[config.mk]
export PLATFORM = sky130hd
export DESIGN_NAME = biquad_cascade_filter_unit
export DESIGN_NICKNAME = d
export VERILOG_FILES = /design/src/sv/bcf_pkg.sv /design/src/sv/bcf_ram.sv /design/src/sv/bcf_cfg.sv /design/src/sv/bcf_mac.sv /design/src/sv/biquad_cascade_filter_unit.sv
export SDC_FILE = /design/constraint.sdc
export NUM_CORES = 2
export LEC_CHECK = 0
export BUFFER_PORTS_ARGS = -buffer_cell sky130_fd_sc_hd__buf_2
export CAP_MARGIN = 20
export CORE_MARGIN = 2
export CORE_UTILIZATION = 42
export DETAILED_ROUTE_END_ITERATION = 10
export SLEW_MARGIN = 10
export SYNTH_ARGS = -nofsm -noshare
export SYNTH_HDL_FRONTEND = slang
export SYNTH_SLANG_ARGS = --single-unit
export TNS_END_PERCENT = 20
[constraint.sdc]
create_clock -name clk -period 8.6 [get_ports clk]
set_clock_uncertainty 0.05 [all_clocks]
set_input_delay 0 -clock clk [delete_from_list [all_inputs] [get_ports clk]]
set_output_delay 0 -clock clk [all_outputs]
set_load 0.03 [all_outputs]
[src/sv/bcf_pkg.sv]
// ----------------------------------------------------------------------------
// bcf_pkg
// Shared types and constants for the cascaded biquad filter: field widths,
// register indexes, the coefficient bundle, the history row layout and the
// control word of the multiply-accumulate unit.
// ----------------------------------------------------------------------------
package bcf_pkg;

  localparam int NUM_STAGES = 4;
  localparam int STG_W      = (NUM_STAGES > 1) ? $clog2(NUM_STAGES) : 1;

  localparam int SAMPLE_W   = 16;
  localparam int COEF_W     = 16;
  localparam int HIST_W     = 24;
  localparam int COEF_FRAC  = 14;
  localparam int PROD_W     = COEF_W + HIST_W;
  // Five exact products need three more bits.
  localparam int ACC_W      = PROD_W + 3;

  localparam int CFG_IDX_W  = 3;
  localparam int CFG_DATA_W = 16;

  localparam logic signed [ACC_W-1:0] RND_HALF = ACC_W'(2 ** (COEF_FRAC - 1));
  localparam logic signed [ACC_W-1:0] HIST_MAX = ACC_W'(2 ** (HIST_W - 1) - 1);
  localparam logic signed [ACC_W-1:0] HIST_MIN = -ACC_W'(2 ** (HIST_W - 1));

  localparam logic signed [HIST_W-1:0] Q15_MAX_H = HIST_W'(2 ** (SAMPLE_W - 1) - 1);
  localparam logic signed [HIST_W-1:0] Q15_MIN_H = -HIST_W'(2 ** (SAMPLE_W - 1));
  localparam logic signed [SAMPLE_W:0] Q15_MAX_S = (SAMPLE_W + 1)'(2 ** (SAMPLE_W - 1) - 1);
  localparam logic signed [SAMPLE_W:0] Q15_MIN_S = -(SAMPLE_W + 1)'(2 ** (SAMPLE_W - 1));

  // Term counter value at which the last product is added.
  localparam logic [2:0] MAC_LAST = 3'd5;

  typedef enum logic [CFG_IDX_W-1:0] {
    REG_B0     = 3'd0,
    REG_B1     = 3'd1,
    REG_B2     = 3'd2,
    REG_A1     = 3'd3,
    REG_A2     = 3'd4,
    REG_ENABLE = 3'd5,
    REG_OFFSET = 3'd6
  } reg_idx_t;

  typedef enum logic [2:0] {
    TERM_B0 = 3'd0,
    TERM_B1 = 3'd1,
    TERM_B2 = 3'd2,
    TERM_A1 = 3'd3,
    TERM_A2 = 3'd4
  } term_t;

  typedef struct packed {
    logic signed [COEF_W-1:0]   b0;
    logic signed [COEF_W-1:0]   b1;
    logic signed [COEF_W-1:0]   b2;
    logic signed [COEF_W-1:0]   a1;
    logic signed [COEF_W-1:0]   a2;
    logic                       enable;
    logic signed [SAMPLE_W-1:0] offset;
  } cfg_regs_t;

  typedef struct packed {
    logic signed [HIST_W-1:0] in1;
    logic signed [HIST_W-1:0] in2;
    logic signed [HIST_W-1:0] out1;
    logic signed [HIST_W-1:0] out2;
  } hist_row_t;

  typedef struct packed {
    term_t term;
    logic  prod_en;
    logic  acc_en;
    logic  acc_first;
    logic  acc_sub;
  } mac_ctl_t;

endpackage

[src/sv/bcf_ram.sv]
// ----------------------------------------------------------------------------
// bcf_ram
// Generic single-write, single-read synchronous RAM with a registered read.
// ----------------------------------------------------------------------------
module bcf_ram #(
  parameter int Width = 8,
  parameter int Depth = 4,
  localparam int AddrW = (Depth > 1) ? $clog2(Depth) : 1
) (
  input  logic             clk,
  input  logic             we,
  input  logic [AddrW-1:0] waddr,
  input  logic [Width-1:0] wdata,
  input  logic             re,
  input  logic [AddrW-1:0] raddr,
  output logic [Width-1:0] rdata
);

  logic [Width-1:0] mem [Depth];
  logic [Width-1:0] rdata_r;

  always_ff @(posedge clk) begin
    if (we) begin
      mem[waddr] <= wdata;
    end
    if (re) begin
      rdata_r <= mem[raddr];
    end
  end

  assign rdata = rdata_r;

endmodule

[src/sv/bcf_cfg.sv]
// ----------------------------------------------------------------------------
// bcf_cfg
// Configuration registers. A coefficient write also raises a one-cycle
// request to clear the filter history.
// ----------------------------------------------------------------------------
module bcf_cfg (
  input  logic                           clk,
  input  logic                           rst_n,
  input  logic                           cfg_valid,
  input  logic                           cfg_ready,
  input  logic [bcf_pkg::CFG_IDX_W-1:0]  cfg_index,
  input  logic [bcf_pkg::CFG_DATA_W-1:0] cfg_data,
  output bcf_pkg::cfg_regs_t             regs,
  output logic                           hist_clr
);

  bcf_pkg::cfg_regs_t regs_r;
  bcf_pkg::cfg_regs_t regs_nxt;
  logic               wr;

  assign wr = cfg_valid && cfg_ready;

  always_comb begin
    regs_nxt = regs_r;
    hist_clr = 1'b0;
    if (wr) begin
      case (cfg_index)
        bcf_pkg::REG_B0: begin
          regs_nxt.b0 = cfg_data;
        end
        bcf_pkg::REG_B1: begin
          regs_nxt.b1 = cfg_data;
        end
        bcf_pkg::REG_B2: begin
          regs_nxt.b2 = cfg_data;
        end
        bcf_pkg::REG_A1: begin
          regs_nxt.a1 = cfg_data;
        end
        bcf_pkg::REG_A2: begin
          regs_nxt.a2 = cfg_data;
        end
        bcf_pkg::REG_ENABLE: begin
          regs_nxt.enable = cfg_data[0];
        end
        bcf_pkg::REG_OFFSET: begin
          regs_nxt.offset = cfg_data;
        end
        default: begin
        end
      endcase
      hist_clr = cfg_index inside {bcf_pkg::REG_B0, bcf_pkg::REG_B1, bcf_pkg::REG_B2,
                                   bcf_pkg::REG_A1, bcf_pkg::REG_A2};
    end
  end

  always_ff @(posedge clk) begin
    if (!rst_n) begin
      regs_r.b0     <= bcf_pkg::COEF_W'(16384);
      regs_r.b1     <= '0;
      regs_r.b2     <= '0;
      regs_r.a1     <= '0;
      regs_r.a2     <= '0;
      regs_r.enable <= 1'b1;
      regs_r.offset <= '0;
    end else begin
      regs_r <= regs_nxt;
    end
  end

  assign regs = regs_r;

endmodule

[src/sv/bcf_mac.sv]
// ----------------------------------------------------------------------------
// bcf_mac
// Shared multiply-accumulate unit. One 16 x 24 bit product per cycle goes
// into a product register and is added or subtracted on the next cycle. The
// finished sum is rounded to the sample scale and saturated to 24 bits.
// ----------------------------------------------------------------------------
module bcf_mac (
  input  logic                              clk,
  input  bcf_pkg::mac_ctl_t                 ctl,
  input  bcf_pkg::cfg_regs_t                regs,
  input  logic signed [bcf_pkg::HIST_W-1:0] x,
  input  bcf_pkg::hist_row_t                row,
  output logic signed [bcf_pkg::HIST_W-1:0] y
);

  logic signed [bcf_pkg::COEF_W-1:0] coef_sel;
  logic signed [bcf_pkg::HIST_W-1:0] opnd_sel;
  logic signed [bcf_pkg::PROD_W-1:0] prod_nxt;
  logic signed [bcf_pkg::PROD_W-1:0] prod_r;
  logic signed [bcf_pkg::ACC_W-1:0]  acc_base;
  logic signed [bcf_pkg::ACC_W-1:0]  acc_nxt;
  logic signed [bcf_pkg::ACC_W-1:0]  acc_r;
  logic signed [bcf_pkg::ACC_W-1:0]  rnd;
  logic signed [bcf_pkg::ACC_W-1:0]  shifted;

  always_comb begin
    case (ctl.term)
      bcf_pkg::TERM_B0: begin
        coef_sel = regs.b0;
        opnd_sel = x;
      end
      bcf_pkg::TERM_B1: begin
        coef_sel = regs.b1;
        opnd_sel = row.in1;
      end
      bcf_pkg::TERM_B2: begin
        coef_sel = regs.b2;
        opnd_sel = row.in2;
      end
      bcf_pkg::TERM_A1: begin
        coef_sel = regs.a1;
        opnd_sel = row.out1;
      end
      bcf_pkg::TERM_A2: begin
        coef_sel = regs.a2;
        opnd_sel = row.out2;
      end
      default: begin
        coef_sel = '0;
        opnd_sel = '0;
      end
    endcase
  end

  assign prod_nxt = coef_sel * opnd_sel;

  // The feedback terms are subtracted.
  assign acc_base = ctl.acc_first ? '0 : acc_r;
  assign acc_nxt  = ctl.acc_sub ? acc_base - bcf_pkg::ACC_W'(prod_r)
                                : acc_base + bcf_pkg::ACC_W'(prod_r);

  always_ff @(posedge clk) begin
    if (ctl.prod_en) begin
      prod_r <= prod_nxt;
    end
    if (ctl.acc_en) begin
      acc_r <= acc_nxt;
    end
  end

  // Adding half an LSB before the arithmetic shift rounds halves upward.
  assign rnd     = acc_r + bcf_pkg::RND_HALF;
  assign shifted = rnd >>> bcf_pkg::COEF_FRAC;

  always_comb begin
    if (shifted > bcf_pkg::HIST_MAX) begin
      y = bcf_pkg::HIST_MAX[bcf_pkg::HIST_W-1:0];
    end else if (shifted < bcf_pkg::HIST_MIN) begin
      y = bcf_pkg::HIST_MIN[bcf_pkg::HIST_W-1:0];
    end else begin
      y = shifted[bcf_pkg::HIST_W-1:0];
    end
  end

endmodule

[src/sv/biquad_cascade_filter_unit.sv]
// ----------------------------------------------------------------------------
// biquad_cascade_filter_unit
// Cascade of direct-form-I biquad stages sharing one coefficient set, with
// per-stage history kept in a RAM row and one shared multiply-accumulate unit.
// ----------------------------------------------------------------------------
// Usage:
//   The input channel (in_valid, in_stall, in_sample_in) takes one signed Q15
//   sample per transaction; the output channel (out_valid, out_stall,
//   out_sample_out) returns one saturated Q15 sample for each, in order.
//   The cfg channel writes registers by index while the unit is idle.
//   With the filter enabled, each stage runs its terms through the shared
//   multiply-accumulate unit (five products plus the last add) and then
//   rounds and writes back its history row, while the next stage's row is
//   read. A new sample is taken only once the previous one has passed
//   every stage and reached the output register. In bypass a sample goes
//   straight to the output register.
//   The result sits in an output register, so the next sample is taken while
//   it waits; a stalled receiver holds the result and only blocks the unit
//   once the following result is ready.
//   Reset loads the register defaults and marks every history row as zero;
//   a coefficient write does the same for the history.
// ----------------------------------------------------------------------------
module biquad_cascade_filter_unit (
  input  logic                                clk,
  input  logic                                rst_n,
  input  logic                                in_valid,
  output logic                                in_stall,
  input  logic signed [bcf_pkg::SAMPLE_W-1:0] in_sample_in,
  output logic                                out_valid,
  input  logic                                out_stall,
  output logic signed [bcf_pkg::SAMPLE_W-1:0] out_sample_out,
  input  logic                                cfg_valid,
  output logic                                cfg_ready,
  input  logic [bcf_pkg::CFG_IDX_W-1:0]       cfg_index,
  input  logic [bcf_pkg::CFG_DATA_W-1:0]      cfg_data
);

  typedef enum logic [3:0] {
    ST_IDLE = 4'b0001,
    ST_MAC  = 4'b0010,
    ST_WB   = 4'b0100,
    ST_OUT  = 4'b1000
  } state_t;

  localparam logic [bcf_pkg::STG_W-1:0] LastStg = bcf_pkg::STG_W'(bcf_pkg::NUM_STAGES - 1);

  state_t                               state_r, state_nxt;
  logic [2:0]                           k_r, k_nxt;
  logic [bcf_pkg::STG_W-1:0]            stg_r, stg_nxt;
  logic signed [bcf_pkg::HIST_W-1:0]    x_r, x_nxt;
  logic [bcf_pkg::NUM_STAGES-1:0]       hv_r, hv_nxt;
  logic                                 vld_r, vld_nxt;
  logic                                 out_valid_r, out_valid_nxt;
  logic signed [bcf_pkg::SAMPLE_W-1:0]  out_sample_r, out_sample_nxt;

  bcf_pkg::cfg_regs_t                   regs;
  logic                                 hist_clr;
  bcf_pkg::mac_ctl_t                    mac_ctl;
  bcf_pkg::hist_row_t                   row;
  bcf_pkg::hist_row_t                   wrow;
  logic [$bits(bcf_pkg::hist_row_t)-1:0] rd_data;
  logic signed [bcf_pkg::HIST_W-1:0]    y;

  logic                                 in_acc;
  logic                                 slot_free;
  logic                                 ram_we;
  logic                                 ram_re;
  logic [bcf_pkg::STG_W-1:0]            ram_raddr;
  logic signed [bcf_pkg::SAMPLE_W-1:0]  x_q15;
  logic signed [bcf_pkg::SAMPLE_W:0]    sum;
  logic signed [bcf_pkg::SAMPLE_W-1:0]  res;

  bcf_cfg u_cfg (
    .clk       (clk),
    .rst_n     (rst_n),
    .cfg_valid (cfg_valid),
    .cfg_ready (cfg_ready),
    .cfg_index (cfg_index),
    .cfg_data  (cfg_data),
    .regs      (regs),
    .hist_clr  (hist_clr)
  );

  bcf_ram #(
    .Width ($bits(bcf_pkg::hist_row_t)),
    .Depth (bcf_pkg::NUM_STAGES)
  ) u_hist_ram (
    .clk   (clk),
    .we    (ram_we),
    .waddr (stg_r),
    .wdata (wrow),
    .re    (ram_re),
    .raddr (ram_raddr),
    .rdata (rd_data)
  );

  bcf_mac u_mac (
    .clk  (clk),
    .ctl  (mac_ctl),
    .regs (regs),
    .x    (x_r),
    .row  (row),
    .y    (y)
  );

  assign in_stall  = (state_r != ST_IDLE);
  assign cfg_ready = (state_r == ST_IDLE);
  assign in_acc    = in_valid && !in_stall;
  assign slot_free = !out_valid_r || !out_stall;

  // A row that has not been written since the last clear reads as zero.
  assign row  = vld_r ? bcf_pkg::hist_row_t'(rd_data) : '0;
  assign wrow = '{in1: x_r, in2: row.in1, out1: y, out2: row.out1};

  assign ram_we = (state_r == ST_WB);

  always_comb begin
    mac_ctl.term      = bcf_pkg::term_t'(k_r);
    mac_ctl.prod_en   = (state_r == ST_MAC) && (k_r != bcf_pkg::MAC_LAST);
    mac_ctl.acc_en    = (state_r == ST_MAC) && (k_r != 3'd0);
    mac_ctl.acc_first = (k_r == 3'd1);
    mac_ctl.acc_sub   = (k_r >= 3'd4);
  end

  // Final saturation to Q15, then the offset with a second saturation.
  always_comb begin
    if (x_r > bcf_pkg::Q15_MAX_H) begin
      x_q15 = bcf_pkg::Q15_MAX_H[bcf_pkg::SAMPLE_W-1:0];
    end else if (x_r < bcf_pkg::Q15_MIN_H) begin
      x_q15 = bcf_pkg::Q15_MIN_H[bcf_pkg::SAMPLE_W-1:0];
    end else begin
      x_q15 = x_r[bcf_pkg::SAMPLE_W-1:0];
    end
    sum = (bcf_pkg::SAMPLE_W + 1)'(x_q15) + (bcf_pkg::SAMPLE_W + 1)'(regs.offset);
    if (sum > bcf_pkg::Q15_MAX_S) begin
      res = bcf_pkg::Q15_MAX_S[bcf_pkg::SAMPLE_W-1:0];
    end else if (sum < bcf_pkg::Q15_MIN_S) begin
      res = bcf_pkg::Q15_MIN_S[bcf_pkg::SAMPLE_W-1:0];
    end else begin
      res = sum[bcf_pkg::SAMPLE_W-1:0];
    end
  end

  always_comb begin
    state_nxt      = state_r;
    k_nxt          = k_r;
    stg_nxt        = stg_r;
    x_nxt          = x_r;
    hv_nxt         = hv_r;
    vld_nxt        = vld_r;
    out_valid_nxt  = out_valid_r;
    out_sample_nxt = out_sample_r;
    ram_re         = 1'b0;
    ram_raddr      = stg_r;

    if (out_valid_r && !out_stall) begin
      out_valid_nxt = 1'b0;
    end

    case (state_r)
      ST_IDLE: begin
        if (in_acc) begin
          x_nxt = bcf_pkg::HIST_W'(in_sample_in);
          if (regs.enable) begin
            ram_re    = 1'b1;
            ram_raddr = '0;
            stg_nxt   = '0;
            k_nxt     = '0;
            state_nxt = ST_MAC;
          end else begin
            state_nxt = ST_OUT;
          end
        end
      end
      ST_MAC: begin
        if (k_r == bcf_pkg::MAC_LAST) begin
          state_nxt = ST_WB;
        end else begin
          k_nxt = k_r + 3'd1;
        end
      end
      ST_WB: begin
        hv_nxt[stg_r] = 1'b1;
        x_nxt         = y;
        if (stg_r == LastStg) begin
          state_nxt = ST_OUT;
        end else begin
          // The next stage's row is read while this one is written back.
          ram_re    = 1'b1;
          ram_raddr = stg_r + 1'b1;
          stg_nxt   = stg_r + 1'b1;
          k_nxt     = '0;
          state_nxt = ST_MAC;
        end
      end
      ST_OUT: begin
        if (slot_free) begin
          out_valid_nxt  = 1'b1;
          out_sample_nxt = res;
          state_nxt      = ST_IDLE;
        end
      end
      default: begin
        state_nxt = ST_IDLE;
      end
    endcase

    if (ram_re) begin
      vld_nxt = hv_r[ram_raddr];
    end
    if (hist_clr) begin
      hv_nxt = '0;
    end
  end

  always_ff @(posedge clk) begin
    if (!rst_n) begin
      state_r     <= ST_IDLE;
      k_r         <= '0;
      stg_r       <= '0;
      hv_r        <= '0;
      vld_r       <= 1'b0;
      out_valid_r <= 1'b0;
    end else begin
      state_r     <= state_nxt;
      k_r         <= k_nxt;
      stg_r       <= stg_nxt;
      hv_r        <= hv_nxt;
      vld_r       <= vld_nxt;
      out_valid_r <= out_valid_nxt;
    end
  end

  always_ff @(posedge clk) begin
    x_r          <= x_nxt;
    out_sample_r <= out_sample_nxt;
  end

  assign out_valid      = out_valid_r;
  assign out_sample_out = out_sample_r;

  a_wb_only: assert property (@(posedge clk) disable iff (!rst_n)
    ram_we |-> (state_r == ST_WB))
    else $error("history written outside write-back");

  a_no_rw_clash: assert property (@(posedge clk) disable iff (!rst_n)
    !(ram_we && ram_re && (ram_raddr == stg_r)))
    else $error("history row read and written in the same cycle");

  a_clr_hist: assert property (@(posedge clk) disable iff (!rst_n)
    hist_clr |=> (hv_r == '0))
    else $error("history valid bits not cleared after coefficient write");

  a_term_range: assert property (@(posedge clk) disable iff (!rst_n)
    (state_r == ST_MAC) |-> (k_r <= bcf_pkg::MAC_LAST))
    else $error("term counter out of range");

endmodule

==> flow_metrics.env <==
export IMPL_status="finished clean"
export IMPL_grtUsageTotal_pct=23.46
export IMPL_wl_per_cell_microns=21.81
export IMPL_clkTransAtPathRegs_ns=0.06
export IMPL_layout_min_cycle_time_ns=8.191
export IMPL_ys_ff_latch=715
export IMPL_synthTopCellsByArea="edfxtp_1 39%, fa_1 16%, nand2_1 5.6%"
export IMPL_ctsLongestPathBuffers=3
export IMPL_netlist_instances=4347
export IMPL_grt_busiest_layer="met2"
export IMPL_path_class="flop to flop"
export IMPL_worst_ir_drop_vdd_mv=0.1499
export IMPL_placedCellCount=5764
export IMPL_p_per_area_nw_per_um2=186.4
export IMPL_pwr_share_comb_pct=21.7
export IMPL_finalHoldViolCount=0
export IMPL_tightest_slew_ns=1.124
export IMPL_cp_start_kind="flop"
export IMPL_synth_top_flop_cell="edfxtp_1"
export IMPL_period_share_pct=95.25
export IMPL_netSwitchingFraction_pct=29.85
export IMPL_crit_arrival_ns=8.65
export IMPL_grt_max_degree=159
export IMPL_synth_cell_types=78
export IMPL_end_kind="flop"
export IMPL_gp_congestion=0.9020
export IMPL_slew_headroom_pct=25.09
export IMPL_grt_met2_usage_pct=37.95
export IMPL_dr_pass1_iters=8
export IMPL_path_delay_family="adder cells"
export IMPL_grt_overflow_total=0
export IMPL_cp_slowest_stage_delay_ns=0.59
export IMPL_diodes=0
export IMPL_cts_buffers=76
export IMPL_grt_pass1_wl_microns=200000
export IMPL_htree_levels=3
export IMPL_final_max_slew_viol_count=0
export IMPL_place_hpwl_microns=93590
export IMPL_antenna_found_initial=3
export IMPL_syn_to_final_growth_pct=12.66
export IMPL_initialDrtViolationCount=3094
export IMPL_total_leakage_power_nw=20.18
export IMPL_die_h_microns=334.4
export IMPL_cts_sinks=715
export IMPL_synth_seq_area_share_pct=44.38
export IMPL_fin_nets=5056
export IMPL_synth_most_common_cell="nand2_1"
export IMPL_cp_common_cell="fa_1"
export IMPL_required_ns=9.06
export IMPL_synth_edf_count=603
export IMPL_clk_latency_ns=0.64
export IMPL_p_int_w=0.006754
export IMPL_via_per_inst=5.456
export IMPL_cts_tree="built"
export IMPL_final_cells=5950
export IMPL_dieArea_sq_um=111800
export IMPL_port_buffers=58
export IMPL_die_w_microns=334.4
export IMPL_syn_area_sq_um=45850
export IMPL_worstPathBufferInverterCount=10
export IMPL_core_area_sq_um=108600
export IMPL_row_count=121
export IMPL_use_met1_pct=32.16
export IMPL_grt_use_met3_pct=4.013
export IMPL_vias=32460
export IMPL_routed_wl_microns=129800
export IMPL_tns_ns=0
export IMPL_max_clock_freq_mhz=122.1
export IMPL_total_power_w=0.009628
export IMPL_crit_slowest_cell="fa_1"
export IMPL_drive_above_1_share_pct=9.369
export IMPL_yosysTopAreaCell="edfxtp_1"
export IMPL_holdWs_ns=0.1644
export IMPL_drc_errors=0
export IMPL_setup_viol=0
export IMPL_cap_violations=0
export IMPL_syn_nets=4927
export IMPL_avgSynthCellArea_sq_um=10.55
export IMPL_p_seq_share_pct=42.8
export IMPL_fin_util_pct=47.59
export IMPL_critPathMaxFanout=11
export IMPL_clkPwrFrac_pct=35.5
export IMPL_hold_path_class="primary input to flop"
export IMPL_cts_root_buf="clkbuf_16"
export IMPL_fillers=9873
export IMPL_yosys_top_cells_count="682 x nand2_1, 603 x edfxtp_1, 502 x inv_1"
export IMPL_grt_pass1_vias=32430
export IMPL_yosysWarnings=0
export IMPL_route_antenna_remaining_nets=0
export IMPL_yosys_area_top_type_share_pct=39.49
export IMPL_worst_r2r_setup_slack_ns=0.41
export IMPL_initial_core_util_pct=42.24
export IMPL_io_pins=59
export IMPL_p_sw_w=0.002874
export IMPL_ys_async_sr_fraction_pct=0
-- path summary, 6_finish.rpt --
path                                                  start                           to  cells after the start
worst max register to register          k_r[1]$_SDFFE_PN0P_   u_mac.prod_r[38]$_DFFE_PP_                     32
worst max-delay path                    k_r[1]$_SDFFE_PN0P_   u_mac.prod_r[38]$_DFFE_PP_                     32
worst min register to register  u_cfg.regs[55]$_SDFFE_PN0P_  u_cfg.regs[55]$_SDFFE_PN0P_                      2
worst min-delay path                              out_stall         out_valid$_SDFF_PN0_                      4
-- per-stage QoR --
step                cell area, sq um  setup slack (ns)
floorplan                      45850            0.1531
global placement               48490            0.2003
detailed placement             48500            0.1945
CTS                            51530            0.1451
global route                   51660         -0.007030
finish                         51660            0.4086
-- cell type report --
class,count,area [sq um],share of cell area [%]
Clock inverter,37,429.2,0.8308
Multi-Input combinational cell,2926,23040,44.60
Timing Repair Buffer,254,2017,3.904
Sequential cell,715,20350,39.40
Tap cell,1414,1769,3.425
Clock buffer,101,2162,4.185
Inverter,503,1891,3.660
-- cell usage in the layout (no fill, tap or decap), drive strengths merged, types with 112 or more instances in the layout --
cell	n
nor2	283
a21oi	231
inv	506
and2	166
buf	209
nand2	682
edfxtp	603
ha	164
fa	376
dfxtp	112
-- power by group through the flow --
stage / logic [W] / registers, W / clock network (W)
3_3_place_gp: 0.00205 / 0.00420 / 0
2_1_floorplan: 0.00133 / 0.00409 / 0
4_1_cts: 0.00209 / 0.00412 / 0.00346
3_5_place_dp: 0.00204 / 0.00419 / 0
5_1_grt: 0.00234 / 0.00413 / 0.00360
6_report: 0.00209 / 0.00412 / 0.00342
-- cell families (layout without fill, tap and decap cells) --
logic type	count (synthesis)	in the layout	share of synthesized area, %
simple gates	1404	1404	14.02
fa+ha+maj	540	540	20.89
compound gates	822	822	11.75
xor+xnor	141	141	2.693
buf+inv	706	895	5.809
mux	19	19	0.4557
flops	715	715	44.38
-- tightest hold or removal path: stages --
cell and delay (ns):
dlygate4sd3_1 0.53, buf_2 0.13, nand2_1 0.08, a21oi_1 0.06
-- timing repair --
| item | 4_1_cts | 5_1_grt |
|---|---|---|
| gates resized for setup | 0 | 28 |
| hold endpoints to repair | 147 | 0 |
| setup buffers | 0 | 2 |
| setup endpoints to repair | 0 | 6 |
| hold buffers | 44 | 0 |
-- registers in the layout, summed over array words and instances (netlist names) --
signal,flops
u_hist_ram.mem,384
vld_r,1
state_r,4
hv_r,4
u_mac.prod_r,40
out_valid,1
x_r,24
u_cfg.regs,97
u_hist_ram.rdata,96
out_sample_out,16
k_r,3
u_mac.acc_r,43
stg_r,2
-- routing by layer --
| metal | vias up | part of all wire (%) |
|---|---|---|
| met2 | 1055 | 47 |
| li1 | 15040 | - |
| met4 | 0 | 3.3 |
| met1 | 16170 | 43 |
| met5 | - | 0 |
| met3 | 199 | 6.9 |
No activity file was read; power rests on OpenSTA's default activity.
